===== config.mk =====
export PLATFORM = sky130hd
export DESIGN_NAME = top_k_pair_sums_unit
export DESIGN_NICKNAME = d
export VERILOG_FILES = /design/src/tkps_pkg.sv /design/src/tkps_front.sv /design/src/tkps_back.sv /design/src/top_k_pair_sums_unit.sv
export SDC_FILE = /design/constraint.sdc
export NUM_CORES = 2
export LEC_CHECK = 0
export ABC_CLOCK_PERIOD_IN_PS = 36900
export BUFFER_PORTS_ARGS = -buffer_cell sky130_fd_sc_hd__buf_2
export CAP_MARGIN = 20
export CORE_MARGIN = 3
export CORE_UTILIZATION = 60
export CTS_BUF_LIST = sky130_fd_sc_hd__clkbuf_8
export CTS_CLUSTER_DIAMETER = 150
export DETAILED_ROUTE_END_ITERATION = 6
export PLACE_DENSITY = 0.86
export SETUP_SLACK_MARGIN = 0.5
export SLEW_MARGIN = 15
export SYNTH_ARGS = -nofsm -noshare
export SYNTH_HDL_FRONTEND = slang
export SYNTH_SLANG_ARGS = --single-unit

===== constraint.sdc =====
create_clock -name clk -period 36.9 [get_ports clk]
set_clock_uncertainty 0.15 [all_clocks]
set_input_delay 3.69 -clock clk [delete_from_list [all_inputs] [get_ports clk]]
set_output_delay 3.69 -clock clk [all_outputs]
set_load 0.01 [all_outputs]

===== src/tkps_pkg.sv =====
// Package with shared types and constants for the top-k pair sums unit.
`timescale 1ns / 1ps
package tkps_pkg;
    localparam int MaxElems = 16;
    localparam int MaxK     = 64;
    localparam int IdxW     = $clog2(MaxElems);
    localparam int CntW     = $clog2(MaxElems + 1);
    localparam int KW       = 7;
    localparam int ValW     = 16;
    localparam int SumW     = 17;

    typedef struct packed {
        logic [ValW-1:0] a_value;
        logic [ValW-1:0] b_value;
        logic            is_last;
        logic [KW-1:0]   result_count;
    } in_t;

    typedef struct packed {
        logic [SumW-1:0] pair_sum;
        logic            is_last_result;
    } out_t;

    typedef logic [ValW-1:0] store_t [MaxElems];

    typedef struct packed {
        logic [MaxElems-1:0][ValW-1:0] a_vals;
        logic [MaxElems-1:0][ValW-1:0] b_vals;
        logic [CntW-1:0]               n;
        logic [KW-1:0]                 k;
    } job_t;
endpackage


===== src/tkps_front.sv =====
// Front end: sorted insertion of incoming pairs and a two-entry job queue.
`timescale 1ns / 1ps
module tkps_front
    import tkps_pkg::*;
(
    input  logic  clk,
    input  logic  rst_n,
    input  logic  push,
    output logic  full,
    input  in_t   in_item,
    output logic  job_valid,
    input  logic  job_ready,
    output job_t  job
);
    logic [ValW-1:0] a_reg [MaxElems];
    logic [ValW-1:0] b_reg [MaxElems];
    logic [ValW-1:0] a_next [MaxElems];
    logic [ValW-1:0] b_next [MaxElems];
    logic [CntW-1:0] cnt_reg;
    logic [CntW-1:0] cnt_next;
    logic            accept;
    logic            load;
    logic [MaxElems-1:0] a_ge;
    logic [MaxElems-1:0] b_ge;
    logic [2*CntW-1:0] nn;
    logic [KW-1:0]     k_cap;
    logic [KW-1:0]     k_val;
    job_t              new_job;

    job_t            q_mem [2];
    logic            q_wp_reg;
    logic            q_rp_reg;
    logic [1:0]      q_cnt_reg;
    logic            q_push;
    logic            q_pop;

    assign full   = (q_cnt_reg == 2'd2);
    assign accept = push && !full;
    assign load   = accept && (cnt_reg < CntW'(MaxElems));

    always_comb
    begin
        for (int p = 0; p < MaxElems; p++)
        begin
            a_ge[p] = (CntW'(p) < cnt_reg) && (a_reg[p] >= in_item.a_value);
            b_ge[p] = (CntW'(p) < cnt_reg) && (b_reg[p] >= in_item.b_value);
        end
        for (int p = 0; p < MaxElems; p++)
        begin
            if (a_ge[p])
                a_next[p] = a_reg[p];
            else if (p == 0)
                a_next[p] = in_item.a_value;
            else if (a_ge[p-1])
                a_next[p] = in_item.a_value;
            else
                a_next[p] = a_reg[p-1];
            if (b_ge[p])
                b_next[p] = b_reg[p];
            else if (p == 0)
                b_next[p] = in_item.b_value;
            else if (b_ge[p-1])
                b_next[p] = in_item.b_value;
            else
                b_next[p] = b_reg[p-1];
        end
    end

    assign cnt_next = load ? cnt_reg + CntW'(1) : cnt_reg;
    assign nn       = {{CntW{1'b0}}, cnt_next} * {{CntW{1'b0}}, cnt_next};
    assign k_cap    = (in_item.result_count > KW'(MaxK)) ? KW'(MaxK) : in_item.result_count;
    assign k_val    = ({(2*CntW)'(0), k_cap} > {{KW{1'b0}}, nn}) ? nn[KW-1:0] : k_cap;

    always_comb
    begin
        for (int p = 0; p < MaxElems; p++)
        begin
            new_job.a_vals[p] = load ? a_next[p] : a_reg[p];
            new_job.b_vals[p] = load ? b_next[p] : b_reg[p];
        end
        new_job.n = cnt_next;
        new_job.k = k_val;
    end

    always_ff @(posedge clk)
    begin
        if (load)
        begin
            for (int p = 0; p < MaxElems; p++)
            begin
                a_reg[p] <= a_next[p];
                b_reg[p] <= b_next[p];
            end
        end
    end

    always_ff @(posedge clk or negedge rst_n)
    begin
        if (!rst_n)
            cnt_reg <= '0;
        else if (accept)
            cnt_reg <= in_item.is_last ? '0 : cnt_next;
    end

    // job queue toward the search engine
    assign q_push    = accept && in_item.is_last;
    assign q_pop     = job_valid && job_ready;
    assign job_valid = (q_cnt_reg != 2'd0);
    assign job       = q_mem[q_rp_reg];

    always_ff @(posedge clk)
    begin
        if (q_push)
            q_mem[q_wp_reg] <= new_job;
    end

    always_ff @(posedge clk or negedge rst_n)
    begin
        if (!rst_n)
        begin
            q_wp_reg  <= 1'b0;
            q_rp_reg  <= 1'b0;
            q_cnt_reg <= 2'd0;
        end
        else
        begin
            if (q_push)
                q_wp_reg <= ~q_wp_reg;
            if (q_pop)
                q_rp_reg <= ~q_rp_reg;
            q_cnt_reg <= q_cnt_reg + {1'b0, q_push} - {1'b0, q_pop};
        end
    end
endmodule


===== src/tkps_back.sv =====
// Back end: row-frontier search for the largest sums and a result queue.
`timescale 1ns / 1ps
module tkps_back
    import tkps_pkg::*;
(
    input  logic  clk,
    input  logic  rst_n,
    input  logic  job_valid,
    output logic  job_ready,
    input  job_t  job,
    output logic  empty,
    input  logic  pop,
    output out_t  out_item
);
    localparam logic [1:0] ST_IDLE = 2'd0;
    localparam logic [1:0] ST_SCAN = 2'd1;
    localparam logic [1:0] ST_EMIT = 2'd2;

    logic [1:0]      state_reg;
    logic [ValW-1:0] a_reg [MaxElems];
    logic [ValW-1:0] b_reg [MaxElems];
    logic [CntW-1:0] ptr_reg [MaxElems];
    logic [CntW-1:0] n_reg;
    logic [KW-1:0]   k_reg;
    logic [KW-1:0]   done_reg;
    logic [IdxW-1:0] idx_reg;
    logic            found_reg;
    logic [SumW-1:0] best_reg;
    logic [IdxW-1:0] brow_reg;
    logic [CntW-1:0] cur_ptr;
    logic [SumW-1:0] cur_sum;
    logic            take;
    logic            row_end;
    logic            final_res;

    localparam int OqDepth = 4;
    localparam int OqW     = $clog2(OqDepth);
    out_t            oq_mem [OqDepth];
    logic [OqW-1:0]  oq_wp_reg;
    logic [OqW-1:0]  oq_rp_reg;
    logic [OqW:0]    oq_cnt_reg;
    logic            oq_full;
    logic            oq_push;
    logic            oq_pop;

    assign job_ready = (state_reg == ST_IDLE);
    assign cur_ptr   = ptr_reg[idx_reg];
    assign cur_sum   = {1'b0, a_reg[idx_reg]} + {1'b0, b_reg[cur_ptr[IdxW-1:0]]};
    assign take      = (cur_ptr < n_reg) && (!found_reg || cur_sum > best_reg);
    assign row_end   = ({1'b0, idx_reg} == n_reg - CntW'(1));
    assign final_res = (done_reg + KW'(1) == k_reg);
    assign oq_full   = (oq_cnt_reg == (OqW+1)'(OqDepth));
    assign oq_push   = (state_reg == ST_EMIT) && !oq_full;
    assign oq_pop    = pop && !empty;
    assign empty     = (oq_cnt_reg == '0);
    assign out_item  = oq_mem[oq_rp_reg];

    always_ff @(posedge clk)
    begin
        if (job_valid && state_reg == ST_IDLE)
        begin
            for (int p = 0; p < MaxElems; p++)
            begin
                a_reg[p] <= job.a_vals[p];
                b_reg[p] <= job.b_vals[p];
            end
            n_reg <= job.n;
            k_reg <= job.k;
        end
        if (state_reg == ST_SCAN && take)
        begin
            best_reg <= cur_sum;
            brow_reg <= idx_reg;
        end
        if (oq_push)
            oq_mem[oq_wp_reg] <= '{pair_sum: best_reg, is_last_result: final_res};
    end

    always_ff @(posedge clk or negedge rst_n)
    begin
        if (!rst_n)
        begin
            state_reg <= ST_IDLE;
            done_reg  <= '0;
            idx_reg   <= '0;
            found_reg <= 1'b0;
            for (int p = 0; p < MaxElems; p++)
                ptr_reg[p] <= '0;
        end
        else
        begin
            unique case (state_reg)
                ST_IDLE:
                begin
                    if (job_valid)
                    begin
                        for (int p = 0; p < MaxElems; p++)
                            ptr_reg[p] <= '0;
                        done_reg  <= '0;
                        idx_reg   <= '0;
                        found_reg <= 1'b0;
                        if (job.k != '0)
                            state_reg <= ST_SCAN;
                    end
                end
                ST_SCAN:
                begin
                    if (take)
                        found_reg <= 1'b1;
                    if (row_end)
                        state_reg <= ST_EMIT;
                    else
                        idx_reg <= idx_reg + IdxW'(1);
                end
                ST_EMIT:
                begin
                    if (!oq_full)
                    begin
                        // advance the winning row to its next column
                        ptr_reg[brow_reg] <= ptr_reg[brow_reg] + CntW'(1);
                        done_reg  <= done_reg + KW'(1);
                        idx_reg   <= '0;
                        found_reg <= 1'b0;
                        state_reg <= final_res ? ST_IDLE : ST_SCAN;
                    end
                end
                default:
                    state_reg <= ST_IDLE;
            endcase
        end
    end

    always_ff @(posedge clk or negedge rst_n)
    begin
        if (!rst_n)
        begin
            oq_wp_reg  <= '0;
            oq_rp_reg  <= '0;
            oq_cnt_reg <= '0;
        end
        else
        begin
            if (oq_push)
                oq_wp_reg <= oq_wp_reg + OqW'(1);
            if (oq_pop)
                oq_rp_reg <= oq_rp_reg + OqW'(1);
            oq_cnt_reg <= oq_cnt_reg + (OqW+1)'(oq_push) - (OqW+1)'(oq_pop);
        end
    end
endmodule


===== src/top_k_pair_sums_unit.sv =====
// Top level of the top-k pair sums unit.
// Loading: one pair per cycle while full is low; a job of up to MaxElems pairs is queued when the last item is taken.
// Search: for each result the scan state visits every row frontier in turn, then the emit state queues the best sum.
// A taken job waits in the job queue until the search engine is idle; up to two jobs may wait.
// Reset (rst_n low, asynchronous) empties all queues and clears the pair count.
`timescale 1ns / 1ps
module top_k_pair_sums_unit
    import tkps_pkg::*;
(
    input  logic clk,
    input  logic rst_n,
    input  logic push,
    output logic full,
    input  in_t  in_item,
    output logic empty,
    input  logic pop,
    output out_t out_item
);
    logic job_valid;
    logic job_ready;
    job_t job;

    tkps_front u_front (
        .clk       (clk),
        .rst_n     (rst_n),
        .push      (push),
        .full      (full),
        .in_item   (in_item),
        .job_valid (job_valid),
        .job_ready (job_ready),
        .job       (job)
    );

    tkps_back u_back (
        .clk       (clk),
        .rst_n     (rst_n),
        .job_valid (job_valid),
        .job_ready (job_ready),
        .job       (job),
        .empty     (empty),
        .pop       (pop),
        .out_item  (out_item)
    );
endmodule


# Yosys cells after proc, flatten, opt, wreduce, memory -nomap -nowiden

Memories as Yosys holds them, arrays and structs flattened.
Cells that the tools add are included.

Memories kept: 6
Register bits: 143
Word-level logic and storage cells: 313
Output and inout port bits: 20
RAM bits: 2144
Input port bits: 44

$add $sub $neg: 12
Magnitude comparators: 56
Eq/ne operators: 12
Multiply operators: 1
Multiplexer cells: 135
Bitwise logic cells: 4
Reductions and logical operators: 56

Memories:

| memory        | words | bits a word | rd ports | clocked after Yosys merged registers in | write ports | RTL line         | source |
|---|---|---|---|---|---|---|---|
| u_front.q_mem | 2     | 524         | 1        | 0                                       | 1           | tkps_front.sv:30 | `job_t q_mem [2];` |
| u_back.a_reg  | 16    | 16          | 1        | 0                                       | 16          | tkps_back.sv:20  | `logic [ValW-1:0] a_reg [MaxElems];` |
| u_back.b_reg  | 16    | 16          | 1        | 0                                       | 16          | tkps_back.sv:21  | `logic [ValW-1:0] b_reg [MaxElems];` |
| u_front.a_reg | 16    | 16          | 16       | 0                                       | 16          | tkps_front.sv:15 | `logic [ValW-1:0] a_reg [MaxElems];` |
| u_front.b_reg | 16    | 16          | 16       | 0                                       | 16          | tkps_front.sv:16 | `logic [ValW-1:0] b_reg [MaxElems];` |
| u_back.oq_mem | 4     | 18          | 1        | 0                                       | 1           | tkps_back.sv:38  | `out_t oq_mem [OqDepth];` |

Operators with widths:

| cell                  | count |
|---|---|
| $mux W16              | 94 |
| $ge A16 B16 Y1        | 32 |
| $mux W80              | 2 |
| $pmux W80 S2          | 1 |
| $bwmux W80            | 1 |
| $logic_and A1 B1 Y1   | 41 |
| $bmux W5 S4           | 2 |
| $lt A4 B5 Y1 const A  | 8 |
| $mux W5               | 7 |
| $mux W7               | 4 |
| $demux W5 S4          | 1 |
| $lt A3 B5 Y1 const A  | 4 |
| $add A16 B16 Y17      | 1 |
| $gt A17 B17 Y1        | 1 |
| $pmux W7 S2           | 1 |
| $mux W1               | 12 |
| $mux W4               | 3 |
| $pmux W4 S3           | 1 |
| $reduce_and A4 Y1     | 3 |
| $add A5 B1 Y5 const B | 2 |
| $ge A5 B5 Y1 const B  | 2 |
| $gt A7 B10 Y1         | 1 |
| $lt A1 B5 Y1 const A  | 2 |
| $lt A2 B5 Y1 const A  | 2 |
| 33 further kinds      | 48 |

# Longest topological paths before layout

An unclocked memory read counts as a cell.

Depth after elaboration: 11
Depth in mapped cells: 30
Gate-level depth less buffers: 26

# Modules after synthesis

Synthesis repeated with hierarchy kept, for this count alone.

Cell total of the unflattened synthesis: 8315
Area total of the unflattened synthesis: 111660.8 µm²

By module, submodules not included:

| module     | sequential area each (µm²) | cells an instance | times used | area an instance (µm²) |
|---|---|---|---|---|
| tkps_front | 46749.8                    | 6280              | 1          | 81373.0 |
| tkps_back  | 21055.2                    | 2035              | 1          | 30287.8 |

# Worst setup path before layout

OpenSTA, ideal clock, no wires.

Kind: input port to flip-flop
Start: input port push
End: memory u_front.q_mem[0][0] (netlist bit) (enable)
Data arrival time: 25655 ps
Buffers on the path: 0
Setup slack: 9672 ps
Stages on the path: 4
Data required time: 35327 ps
Setup time: 1423 ps
Cells stage by stage: inv_1 nor2_1 nand2_1 nor2_1

Word-level cells in the longest chain between the ends: 4

RTL lines:

| what                          | RTL line                   | source |
|---|---|---|
| start: declaration            | top_k_pair_sums_unit.sv:12 | `input logic push,` |
| $logic_and A1 B1 Y1           | tkps_front.sv:38           | `assign accept = push && !full;` |
| $logic_and A1 B1 Y1           | tkps_front.sv:106          | `assign q_push = accept && in_item.is_last;` |
| $mux W1                       | tkps_front.sv:113          | `if (q_push)` |
| $mux W1 (implied by the code) | tkps_front.sv:114          | `q_mem[q_wp_reg] <= new_job;` |
| end: declaration              | tkps_front.sv:30           |  |

No other way between the ends.

# Worst setup path in the final report

Start: input port push
End: memory u_front.q_mem[0][3] (netlist bit), data pin

Word-level cells in the longest chain between the ends: 6

RTL lines:

| what                          | RTL line         | source |
|---|---|---|
| $logic_and A1 B1 Y1 *         | tkps_front.sv:38 |  |
| $logic_and A1 B1 Y1 *         | tkps_front.sv:39 | `assign load = accept && (cnt_reg < CntW'(MaxElems));` |
| $mux W5 *                     | tkps_front.sv:69 | `assign cnt_next = load ? cnt_reg + CntW'(1) : cnt_reg;` |
| named net u_front.cnt_next[2] | tkps_front.sv:20 | `logic [CntW-1:0] cnt_next;` |
| $mul A5 B5 Y10 *              | tkps_front.sv:70 | `assign nn = {{CntW{1'b0}}, cnt_next} * {{CntW{1'b0}}, cnt_next};` |
| $gt A7 B10 Y1                 | tkps_front.sv:72 | `assign k_val = ({(2*CntW)'(0), k_cap} > {{KW{1'b0}}, nn}) ? nn[KW-1:0] : k_cap;` |
| $mux W7 *                     | tkps_front.sv:72 |  |
| named net u_front.k_val[3]    | tkps_front.sv:27 | `logic [KW-1:0] k_val;` |

Mark *: on every way through the listed nets, which the timed path passes. The rest lies on a longest branch.

==> out/results.ini <==
[run_status]
run_status = completed

[timing]
final-hold-violation-count = 0
slew_headroom = 0.204
layout_min_cycle_time_ps = 9510
tightest_slew_ps = 1190
timing.setup.tns_ps = 0
report.final.slew_viol_count = 0
final_min_period_over_clock_period = 0.258
final_worst_hold_slack_ps = 333
setup_repair_after_global_routing_missed_its_margin = false
maximum_clock_frequency_mhz = 105
setup_viol = 0

[detailed_routing]
drt_first_pass_iters = 7
detailroute.via_count = 71418
totalWireLength_um = 278000
route.detailed.wl_per_inst_um = 25.5
vias_per_std_cell = 6.55
drt.antenna.violating_nets = 0
post_route_drc_violation_count = 0
detail_route.iter0.violations = 9724

[clock_network]
buffer_cell_driving_the_clock_tree_root = sky130_fd_sc_hd__clkbuf_8
cts_setup_buffers = 0
clkSinkCount = 2287
tritoncts_clock_tree = done
number_of_buffers_on_the_longest_clock_path = 4
postCtsResizedCells = 0
clk_pin_slew_ps = 60
postCtsHoldBufs = 0
source_to_sink_clock_delay_at_the_later_pin_of_the_worst_skew_pair_ps = 1100
cts-htree-levels = 5
cts_made_buffers = 373

[worst_setup_path]
worst-endpoint-required_ps = 37540
timing.critical_path.arrival_ps = 10150
crit_type = in -> reg
setup.worst_path.end_class = register
start_kind = primary input
crit_fanout = 39

[cells_and_area]
fraction_of_final_layout_cells_sized_beyond_drive_strength_1 = 0.202
final_nets = 8785
largest-register = u_front.q_mem
layout-area-overhead-vs-synth_pct = 9.17
layout.cells.non_filler = 10896
largest_reg_flops = 1048

[yosys]
synthMostInstantiatedCell = sky130_fd_sc_hd__edfxtp_1
syn_area_um2 = 110000
synth_top_cells_by_area = sky130_fd_sc_hd__edfxtp_1, sky130_fd_sc_hd__mux2_2, sky130_fd_sc_hd__ha_1
postSynthAreaPerCell_um2 = 13.7
synth_largest_type_area_fraction = 0.583
synth_flop_cell = sky130_fd_sc_hd__edfxtp_1
synth_cells = 8036
synth-seq-cells = 2287
netlist-cell-type-count = 77
synth.yosys.warnings = 0
netlist_top_cells_count = sky130_fd_sc_hd__edfxtp_1, sky130_fd_sc_hd__a21oi_1, sky130_fd_sc_hd__mux2_2
cell_accounting_for_the_most_synthesized_area = sky130_fd_sc_hd__edfxtp_1
synth_fp_nets = 8662
synth.yosys.seq_area_share = 0.614
synth_enable_flop_cells = 2145
synthArstFlopShare = 0.0481

[floorplanning]
io-pin-count = 64
initial_core_util = 0.607
rows = 156
floorplan.core_area_um2 = 182000
die_area_um2 = 189000
floorplan.die.width_um = 435
floorplan.die.height_um = 435

[global_route]
total_routing_usage_reported_by_global_routing = 0.287
grt_overflow = 0
first_global_vias = 70878
grt_first_pass_wirelength_um = 419000
grt_start_max_net_pins = 161
antenna_found_initial = 31

[placed_design]
port_buffers = 63
place_hpwl_um = 179000
placedCellCount = 10230
routabilityCongestion = 0.929

[pwr]
power.static_leakage_nw = 45.1
power_density_nw_per_um2 = 76.7
ir_drop_uv = 77.7

[hold_path]
min-delay-path-class = reg -> reg

[job]
cap_viol_max_count = 0

## worst max-delay path, cell delays in order
cell	delay, ps
sky130_fd_sc_hd__buf_2	140
sky130_fd_sc_hd__nand3_4	370
sky130_fd_sc_hd__buf_4	420
sky130_fd_sc_hd__inv_8	300
sky130_fd_sc_hd__nand2_1	110
sky130_fd_sc_hd__xor2_1	350
sky130_fd_sc_hd__inv_1	190
sky130_fd_sc_hd__fa_1	560
sky130_fd_sc_hd__inv_1	50
sky130_fd_sc_hd__fa_1	490
sky130_fd_sc_hd__inv_1	50
sky130_fd_sc_hd__ha_1	290
sky130_fd_sc_hd__a21o_1	160
sky130_fd_sc_hd__ha_1	300
sky130_fd_sc_hd__o31a_1	120
sky130_fd_sc_hd__or2_2	310
sky130_fd_sc_hd__ha_1	300
sky130_fd_sc_hd__nand4_1	130
sky130_fd_sc_hd__a21oi_1	120
sky130_fd_sc_hd__a2111oi_0	80
sky130_fd_sc_hd__a2111oi_0	400
sky130_fd_sc_hd__o311ai_0	300
sky130_fd_sc_hd__a221oi_4	530
sky130_fd_sc_hd__mux2_4	350
## where the power goes
part	switching (mW)	internal (mW)
Clock	0.992	1.10
Sequential	0.384	3.84
Combinational	1.80	1.14
Total	3.17	6.08
## path summary, 6_finish.rpt
path	start	to	slack [ps]	depth (start not counted)
worst max-delay path	push	u_front.q_mem[0][3]$_DFFE_PP_	27390	24
worst min-delay path	u_front.q_mem[0][133]$_DFFE_PP_	u_back.b_reg[7][9]$_DFFE_PP_	330	1
worst max register to register	u_back.idx_reg[1]$_DFFE_PN0P_	u_back.best_reg[5]$_DFFE_PP_	28370	20
worst min register to register	u_front.q_mem[0][133]$_DFFE_PP_	u_back.b_reg[7][9]$_DFFE_PP_	330	1
max in group asynchronous	rst_n	u_back.ptr_reg[40]$_DFFE_PN0P_	32750	2
min in group asynchronous	rst_n	u_back.oq_rp_reg[0]$_DFFE_PN0P_	2480	1
## metal layers
metal,wire (um),GRT usage,part of all wire
met5,202,0,0.00073
met4,14200,0.139,0.051
met3,30800,0.0716,0.11
met2,128000,0.443,0.46
met1,105000,0.383,0.38
## cell type report
class,count,area (um^2)
antenna,12,30.0
clock buffer,398,5480
clock inverter,253,1450
fill,12151,61300
inverter,208,796
multi-input combinational,5085,40400
sequential,2287,67800
tap,2449,3060
timing repair buffer,204,1570
## cells in the final DEF, fill, tap and decap left out, types with 23 or more instances in the layout
| cell type | instances |
|---|---|
| sky130_fd_sc_hd__dfrtp_1 | 106 |
| sky130_fd_sc_hd__nand2_1 | 432 |
| sky130_fd_sc_hd__o21ai_0 | 378 |
| sky130_fd_sc_hd__a21o_1 | 101 |
| sky130_fd_sc_hd__a31oi_1 | 30 |
| sky130_fd_sc_hd__nor2b_1 | 46 |
| sky130_fd_sc_hd__clkinv_1 | 71 |
| sky130_fd_sc_hd__clkbuf_8 | 398 |
| sky130_fd_sc_hd__nand2b_1 | 45 |
| sky130_fd_sc_hd__mux2i_1 | 358 |
| sky130_fd_sc_hd__nand3_1 | 74 |
| sky130_fd_sc_hd__nor3_1 | 43 |
| sky130_fd_sc_hd__nand4_1 | 25 |
| sky130_fd_sc_hd__a211oi_1 | 32 |
| sky130_fd_sc_hd__ha_1 | 578 |
| sky130_fd_sc_hd__and2_1 | 23 |
| sky130_fd_sc_hd__buf_4 | 128 |
| sky130_fd_sc_hd__o22ai_1 | 67 |
| sky130_fd_sc_hd__edfxtp_1 | 2145 |
| sky130_fd_sc_hd__dfxtp_1 | 32 |
| sky130_fd_sc_hd__mux2_2 | 787 |
| sky130_fd_sc_hd__mux4_2 | 177 |
| sky130_fd_sc_hd__a21oi_1 | 1049 |
| sky130_fd_sc_hd__nor2_1 | 516 |
| sky130_fd_sc_hd__clkinv_2 | 43 |
| sky130_fd_sc_hd__o21a_1 | 31 |
| sky130_fd_sc_hd__buf_2 | 62 |
| sky130_fd_sc_hd__inv_1 | 323 |
| sky130_fd_sc_hd__xnor2_1 | 31 |
## cell families after synthesis
| logic type | count (synthesis) | synth area share |
|---|---|---|
| xor gates and xnor gates | 51 | 0.00404 |
| AOI/OAI and AO/OA | 1850 | 0.0936 |
| and+or+nand+nor | 1277 | 0.0495 |
| DFF | 2287 | 0.614 |
| adders and majority gates | 582 | 0.0662 |
| muxes | 1325 | 0.149 |
| buffers and inverters | 664 | 0.0236 |
## stage by stage
| step | util | power, mW | area (um^2) | worst slack, ps |
|---|---|---|---|---|
| after floorplan | - | 6.39 | 110000 | 9670 |
| after global placement | 0.624 | 6.90 | 114000 | 26270 |
| after detailed placement | 0.624 | 7.10 | 114000 | 26380 |
| after CTS | 0.662 | 9.20 | 120000 | 27560 |
| after global routing | 0.663 | 9.65 | 121000 | 27050 |
| final | 0.663 | 9.25 | 121000 | 27390 |
(Power assumes the default switching activity.)
